<file path="config.mk">
export PLATFORM = sky130hd
export DESIGN_NAME = byte_string_sorter
export DESIGN_NICKNAME = d
export VERILOG_FILES = /design/src/hw/rtl/sbs_pkg.sv /design/src/hw/rtl/sbs_cell.sv /design/src/hw/rtl/byte_string_sorter.sv
export SDC_FILE = /design/constraint.sdc
export NUM_CORES = 2
export LEC_CHECK = 0
export ABC_AREA = 0
export CORE_ASPECT_RATIO = 1.1
export CORE_UTILIZATION = 50
export CTS_CLUSTER_SIZE = 16
export DETAILED_ROUTE_END_ITERATION = 12
export DONT_BUFFER_PORTS = 1
export GPL_TIMING_DRIVEN = 0
export PLACE_DENSITY = 0.69
export SYNTH_ARGS = -nofsm -noshare
export SYNTH_HDL_FRONTEND = slang
export SYNTH_SLANG_ARGS = --single-unit
</file>
<file path="constraint.sdc">
create_clock -name clock -period 7.81 [get_ports clock]
set_input_delay 0.3905 -clock clock [delete_from_list [all_inputs] [get_ports clock]]
set_output_delay 0.3905 -clock clock [all_outputs]
set_load 0.02 [all_outputs]
</file>
<file path="src/hw/rtl/sbs_pkg.sv">
// Shared types and constants for the byte string sorter.
// Used by sbs_cell, byte_string_sorter and sbs_checker; no dependencies.
package sbs_pkg;

   localparam int MaxLenDefault = 64;
   localparam int ByteWidth     = 8;

   typedef logic [ByteWidth-1:0] byte_type;

   typedef struct packed {
      logic     valid;
      byte_type data;
   } sbs_entry_type;

   typedef struct packed {
      sbs_entry_type entry;
      logic          gt;
   } sbs_link_type;

   typedef enum logic {
      SBS_LOAD,
      SBS_DRAIN
   } sbs_state_type;

endpackage

</file>
<file path="src/hw/rtl/sbs_cell.sv">
// One cell of the insertion chain: holds one sorted byte and its valid bit.
// Depends on sbs_pkg.
module sbs_cell (
   input  logic                  clock,
   input  logic                  reset,
   input  logic                  ins_en,
   input  logic                  shift_en,
   input  sbs_pkg::byte_type     ins_byte,
   input  sbs_pkg::sbs_link_type prev_link,
   input  sbs_pkg::sbs_entry_type next_entry,
   output sbs_pkg::sbs_link_type own_link
);

   logic              valid_ff;
   logic              valid_in;
   sbs_pkg::byte_type data_ff;
   sbs_pkg::byte_type data_in;
   logic              gt;

   always_comb begin
      gt       = !valid_ff || (data_ff > ins_byte);
      valid_in = valid_ff;
      data_in  = data_ff;
      priority if (shift_en) begin
         valid_in = next_entry.valid;
         data_in  = next_entry.data;
      end else if (ins_en && gt) begin
         if (prev_link.gt) begin
            valid_in = prev_link.entry.valid;
            data_in  = prev_link.entry.data;
         end else begin
            valid_in = 1'b1;
            data_in  = ins_byte;
         end
      end else begin
         valid_in = valid_ff;
         data_in  = data_ff;
      end
   end

   always_ff @(posedge clock) begin
      if (reset) begin
         valid_ff <= 1'b0;
      end else begin
         valid_ff <= valid_in;
      end
   end

   always_ff @(posedge clock) begin
      data_ff <= data_in;
   end

   assign own_link.entry.valid = valid_ff;
   assign own_link.entry.data  = data_ff;
   assign own_link.gt          = gt;

endmodule

</file>
<file path="src/hw/rtl/byte_string_sorter.sv">
// Top level of the byte string sorter: control and a chain of sbs_cell.
// Depends on sbs_pkg and sbs_cell.
//
//   channel | direction | ports
//   req     | in        | req_valid, req_ready, req_in_byte, req_in_last
//   rsp     | out       | rsp_valid, rsp_ready, rsp_out_byte, rsp_out_last, rsp_overflowed
//
// Loading takes one byte per cycle; each byte is compared in parallel by every
// cell and inserted in place, or dropped if the chain is full. After the marked byte
// the kept bytes leave from the head cell, one per cycle while rsp_ready is high.
// req_ready is low while bytes are being emitted. rsp stalls hold the chain.
// Reset clears all valid bits directly; no clearing pass.
module byte_string_sorter #(
   parameter int MAX_LEN = sbs_pkg::MaxLenDefault
) (
   input  logic              clock,
   input  logic              reset,
   input  logic              req_valid,
   output logic              req_ready,
   input  sbs_pkg::byte_type req_in_byte,
   input  logic              req_in_last,
   output logic              rsp_valid,
   input  logic              rsp_ready,
   output sbs_pkg::byte_type rsp_out_byte,
   output logic              rsp_out_last,
   output logic              rsp_overflowed
);

   sbs_pkg::sbs_state_type state_ff;
   sbs_pkg::sbs_state_type state_in;
   logic                   overflow_ff;
   logic                   overflow_in;
   logic                   req_take;
   logic                   rsp_take;
   logic                   full;
   logic                   ins_en;
   sbs_pkg::sbs_link_type  links [MAX_LEN];

   assign full      = links[MAX_LEN-1].entry.valid;
   assign req_take  = req_valid && req_ready;
   assign rsp_take  = rsp_valid && rsp_ready;
   assign ins_en    = req_take && !full;

   assign rsp_out_byte   = links[0].entry.data;
   assign rsp_out_last   = !links[1].entry.valid;
   assign rsp_overflowed = overflow_ff;

   always_comb begin
      state_in    = state_ff;
      overflow_in = overflow_ff;
      req_ready   = 1'b0;
      rsp_valid   = 1'b0;
      unique case (state_ff)
         sbs_pkg::SBS_LOAD: begin
            req_ready = 1'b1;
            if (req_take) begin
               if (full) begin
                  overflow_in = 1'b1;
               end
               if (req_in_last) begin
                  state_in = sbs_pkg::SBS_DRAIN;
               end
            end
         end
         sbs_pkg::SBS_DRAIN: begin
            rsp_valid = links[0].entry.valid;
            if (rsp_take && rsp_out_last) begin
               state_in    = sbs_pkg::SBS_LOAD;
               overflow_in = 1'b0;
            end
         end
         default: begin
            state_in = sbs_pkg::SBS_LOAD;
         end
      endcase
   end

   always_ff @(posedge clock) begin
      if (reset) begin
         state_ff    <= sbs_pkg::SBS_LOAD;
         overflow_ff <= 1'b0;
      end else begin
         state_ff    <= state_in;
         overflow_ff <= overflow_in;
      end
   end

   for (genvar i = 0; i < MAX_LEN; i++) begin : g_cell
      sbs_pkg::sbs_link_type  prev_link;
      sbs_pkg::sbs_entry_type next_entry;

      if (i == 0) begin : g_head
         assign prev_link = '0;
      end else begin : g_body
         assign prev_link = links[i-1];
      end

      if (i == MAX_LEN - 1) begin : g_tail
         assign next_entry = '0;
      end else begin : g_mid
         assign next_entry = links[i+1].entry;
      end

      sbs_cell u_cell (
         .clock      (clock),
         .reset      (reset),
         .ins_en     (ins_en),
         .shift_en   (rsp_take),
         .ins_byte   (req_in_byte),
         .prev_link  (prev_link),
         .next_entry (next_entry),
         .own_link   (links[i])
      );
   end

endmodule

</file>
* Word level (Yosys, flattened, before mapping) *
Index checks and enable logic that the tools add are counted.

cells by class
  order comparisons = 64
  equality and inequality tests = 3
  multiplexer cells = 388
  bitwise logic cells = 1
  reduce and logical (&&, ||, !) cells = 261

operators with widths
  kind                                                             count
  8-bit 2-to-1 mux                                                 189
  8-bit > comparator                                               64
  1-bit 2-to-1 mux                                                 197
  2-bit nonzero test                                               63
  1-bit logical AND                                                68
  1-bit zero test                                                  64
  1-bit logical OR                                                 64
  2-bit by 1-bit != test with 1-bit output, second input constant  2
  1-bit case mux with 2 select lines                               2
  3-bit AND reduction                                              1
  2-bit != test, second input constant                             1
  2-bit OR reduction                                               1
  1-bit NOT                                                        1

word-level totals
  bits in registers = 578
  input port bits = 13
  output and inout bits = 12
  word-level logic and storage cells = 847

* Depth between registers and ports, before layout *
  depth in word-level cells = 6
  mapped depth = 10
  gate-level depth less buffers = 7

* Hierarchy *
Synthesis repeated with hierarchy kept, for this count alone.

second synthesis, totals
  cell total of the unflattened synthesis = 5134
  area total of the unflattened synthesis = 46762.3 um^2

modules (own cells, without submodules)
  module                             instances  cells each  area an instance (um^2)  sequential area each (um^2)
  sbs_cell at g_cell[0].u_cell ...   52         80          726.9                    260.2
  sbs_cell at g_cell[57].u_cell ...  12         80          737.0                    260.2
  byte_string_sorter                 1          14          117.6                    40.0

* Worst setup path before layout *
OpenSTA, ideal clock, no wires.

  kind = input -> register
  start point = input port req_in_byte[7]
  end point = register g_cell[61].u_cell.data_ff[0], enable pin
  setup time = 0.384 ns
  arrival time = 3.672 ns
  required time = 7.426 ns
  slack = 3.754 ns
  stages on the path = 10
  buffers on the path = 3
  cells stage by stage = clkbuf_1 > inv_1 > ha_1 > nand4_1 > nor2_1 > a32o_1 > buf_6 > or2_1 > buf_6 > o21ai_0

on the way
  longest elaborated chain between the ends = 4

RTL lines
  element                              RTL line                  source
  from (decl)                          byte_string_sorter.sv:20  input sbs_pkg::byte_type req_in_byte,
  8-bit > comparator                   sbs_cell.sv:21            gt = !valid_ff || (data_ff > ins_byte);
  1-bit logical OR                     sbs_cell.sv:21
  1-bit logical AND                    sbs_cell.sv:27            end else if (ins_en && gt) begin
  2-bit nonzero test (no source line)  --
  to (signal assigned)                 sbs_cell.sv:50            data_ff <= data_in;
  to (decl)                            sbs_cell.sv:16            sbs_pkg::byte_type data_ff;

No other way between the ends.
A chain may end at the register's enable or synchronous reset.

* Worst setup path in the final report *
  start point = input port req_in_byte[4]
  end point = register g_cell[14].u_cell.data_ff[4], enable pin

on the way
  longest elaborated chain between the ends = 4

RTL lines
  element                              RTL line
  8-bit > comparator                   sbs_cell.sv:21
  1-bit logical OR                     sbs_cell.sv:21
  1-bit logical AND                    sbs_cell.sv:27
  2-bit nonzero test (no source line)  --
  to (signal assigned)                 sbs_cell.sv:50
  to (decl)                            sbs_cell.sv:16

No other way between the ends.

==> impl_results.md <==
* Distinct cells, synth at 56
* CP Max Fanout at 38
* Lkg Pwr at 18.2 nW
* Clock root buffer: clkbuf_16
* Clock sinks at ~580
* Share of cells above drive strength 1 at 0.0685
* Critical Path RT at between 8 and 9 ns
* Mean number of vias per cell at 7.11
* GPL Wtd Cong at around 1
* Initial Util at 0.506
* Gate Count Post-Synth at 4563
* First-pass GRT wire length at 239 mm
* WHS Endpoint: rsp_overflowed
* Worst Skew at 0.0316 ns
* DP Wirelength at 114 mm
* Synth area leader: edfxtp_1
* Antenna diodes at 0
* TritonCTS clock tree: done
* Worst r2r src: state_ff
* Mapped Area at 43900 um^2
* Num CTS Buffers at 69
* Final Max Tran Viols at 0
* Reg2reg end: g_cell[50].u_cell.data_ff[6]
* Port bufs at 0
* Outcome: complete, no violations
* WS Path Type: input pin to register
* Seq cells post-synth at 578
* Vias in the first global route at 39728
* Fin crit share at 0.553
* Io pins at 25
* Ys flop type: edfxtp_1
* CTS clk-pin slew, worst paths at ~0.060 ns
* Post-DRT Antenna Nets at 0
* Wire length on met1 at ~63 mm
* Number of placement rows at 113
* Drt first pass iters at 6
* Maxcap violations at 0
* Routed wire length at ~160 mm
* CP Data Arrival Time at 4.57 ns
* Vias at 41575
* Worst rel slew slack at 0.0411
* Post-synthesis sequential area ratio at 0.379
* Crit-path most repeated cell: buf_6
* H-Tree Depth at 3
* RSZ-0062 raised after global routing: false
* Setup TNS at 0 ns
* Die W at between 200 and 300 um
* Largest net degree at the start of global routing at 65
* Hold Fails Final Rpt at 0
* Core area at just under 90000 um^2
* Post-route DRC at 0
* Endpoints failing setup at 0
* Nets@finish at between 5000 and 6000
* Avg Cell Area, Syn at 9.62 um^2
* CP delay by family, top: buffers and inverters
* Cell with the most instances after synthesis: nand4_1
* Crit-path cells: clkbuf_1, inv_4, buf_16, ha_1, nand4_1, nor2_1, a32o_1, buf_6, or2_1, buf_6, o21ai_0
* Area contributors post-synth: edfxtp_1 (34%), ha_1 (14%), nand4_1 (8.4%)
* Hold Crit Class: input pin to register
* Beginning of the worst hold path: req_valid
* Metal2 WL at roughly 72 mm
* Initial DRC Count at 4873
* Total GRT Usage at 0.350
* R2r setup slk at 3.99 ns
* Die Area at 88900 um^2
* Startpoint Class: input pin
* DR WL/cell at roughly 28 um
* WP buf/inv at 5
* Fin cells at 5849
* Peak VDD IR at 0.175 mV
* Commonest cells post-synth: nand4_1 (590), edfxtp_1 (504), ha_1 (504)
* Met3 WL at 16.7 mm
* Total power at 9.93 mW
* Least-Margin Pin Slew at 1.43 ns
* Syn nets at 5080
* CP max stage cell: o21ai_0
* YS warnings at 0
* Initial antenna violation count at 1
* Crit. End Element: register
* Worst hold path cell count at 3
* Setup bufs post-CTS at 0
* PwrDens at 207 nW/um^2
* Worst-Skew Late Latency at 0.64 ns
* Crit path time final at 4.32 ns
* Worst stage delay on the critical path at 0.97 ns
* Post-synth EDFFs at 504
* Die height at between 300 and 400 um
* Area share of the leading cell type in the synthesized netlist at 0.345
* R2R cell count at 6
* Maximum clock frequency at approximately 230 MHz
* Layout area overhead at 9.12%
* Top sig layer: met5
* Grt total ovfl at 0
* Worst-case clock buffer depth at 3
* Inst Count DP at about 5700
* Asr flop ratio synth at 0
==> per-stage QoR <==
step	setup slack [ns]	hold WS (ns)	cell area, um^2	utilization
2_1_floorplan	3.75	0.466	43900	-
3_3_place_gp	0.943	0.489	45300	0.523
3_5_place_dp	2.94	0.495	45500	0.525
4_1_cts	3.61	0.0249	47900	0.552
5_1_grt	3.45	0.0544	47900	0.552
6_report	3.49	0.0457	47900	0.552
==> layer usage <==
metal / GRT usage / up-vias
met4: 0.190 / 4
met5: 0 / -
met1: 0.455 / 19949
met3: 0.0638 / 594
met2: 0.554 / 2530
li1: - / 18498
==> state kept, by name, indices dropped and copies added, names as in the netlist <==
register / cells
g_cell.u_cell.data_ff: 512
g_cell.u_cell.valid_ff: 64
rsp_overflowed: 1
state_ff: 1
==> layout by cell type, fill, tap and decap left out, types with 122 or more instances in the layout <==
cell,instances
a21oi_1,137
a31oi_1,143
clkbuf_1,261
edfxtp_1,504
ha_1,504
nand2_1,439
nand4_1,590
nor2_1,324
nor2b_1,167
o211ai_1,323
o31ai_1,122
==> how the worst max path moves through the flow <==
| stage | start | endpoint | slack, ns | cells after the start |
|---|---|---|---|---|
| after CTS | req_in_byte[1] | g_cell[14].u_cell.data_ff[0] | 3.61 | 11 |
| after detailed placement | req_in_byte[1] | g_cell[14].u_cell.data_ff[2] | 2.94 | 11 |
| after global routing | req_in_byte[2] | g_cell[60].u_cell.data_ff[6] | 3.45 | 9 |
| after global placement | req_in_byte[2] | g_cell[14].u_cell.data_ff[2] | 0.94 | 9 |
| final | req_in_byte[4] | g_cell[14].u_cell.data_ff[4] | 3.49 | 11 |
| after floorplan | req_in_byte[7] | g_cell[61].u_cell.data_ff[0] | 3.75 | 10 |
==> cell families (layout without fill, tap and decap cells) <==
group / Yosys count / count (layout) / synth area share
flip-flops: 578 / 578 / 0.379
AND/OR/NAND/NOR: 1725 / 1725 / 0.209
adder cells (fa/ha/maj): 504 / 504 / 0.144
AO/OA/AOI/OAI: 1313 / 1313 / 0.226
buffers and inverters: 443 / 579 / 0.0426
==> cell type report <==
class / count / area (um^2)
timing repair buffer: 8 / 203
fill: 7780 / 38800
clock buffer: 92 / 1910
tap: 1150 / 1440
clock inverter: 36 / 437
multi-input combinational: 3542 / 25400
inverter: 88 / 348
sequential: 578 / 16600
buffer: 355 / 1540
==> repair_timing <==
action                                 4_1_cts  5_1_grt
resized for setup                            0        0
hold buffers                                 1        0
endpoints found under the hold margin        1        0
==> power breakdown <==
group | internal, mW | switching, mW | total, mW
logic | 0.852 | 1.40 | 2.25
registers | 3.84 | 0.396 | 4.24
clock network | 2.03 | 1.42 | 3.44
==> worst register-to-register path, cell delays in order, from the launching register on <==
cell,delay [ns]
dfxtp_1,0.31
buf_6,0.13
nand3_2,0.26
buf_2,0.28
buf_1,0.71
clkbuf_1,0.86
o21ai_0,0.80
No activity file was read; power rests on OpenSTA's default activity.
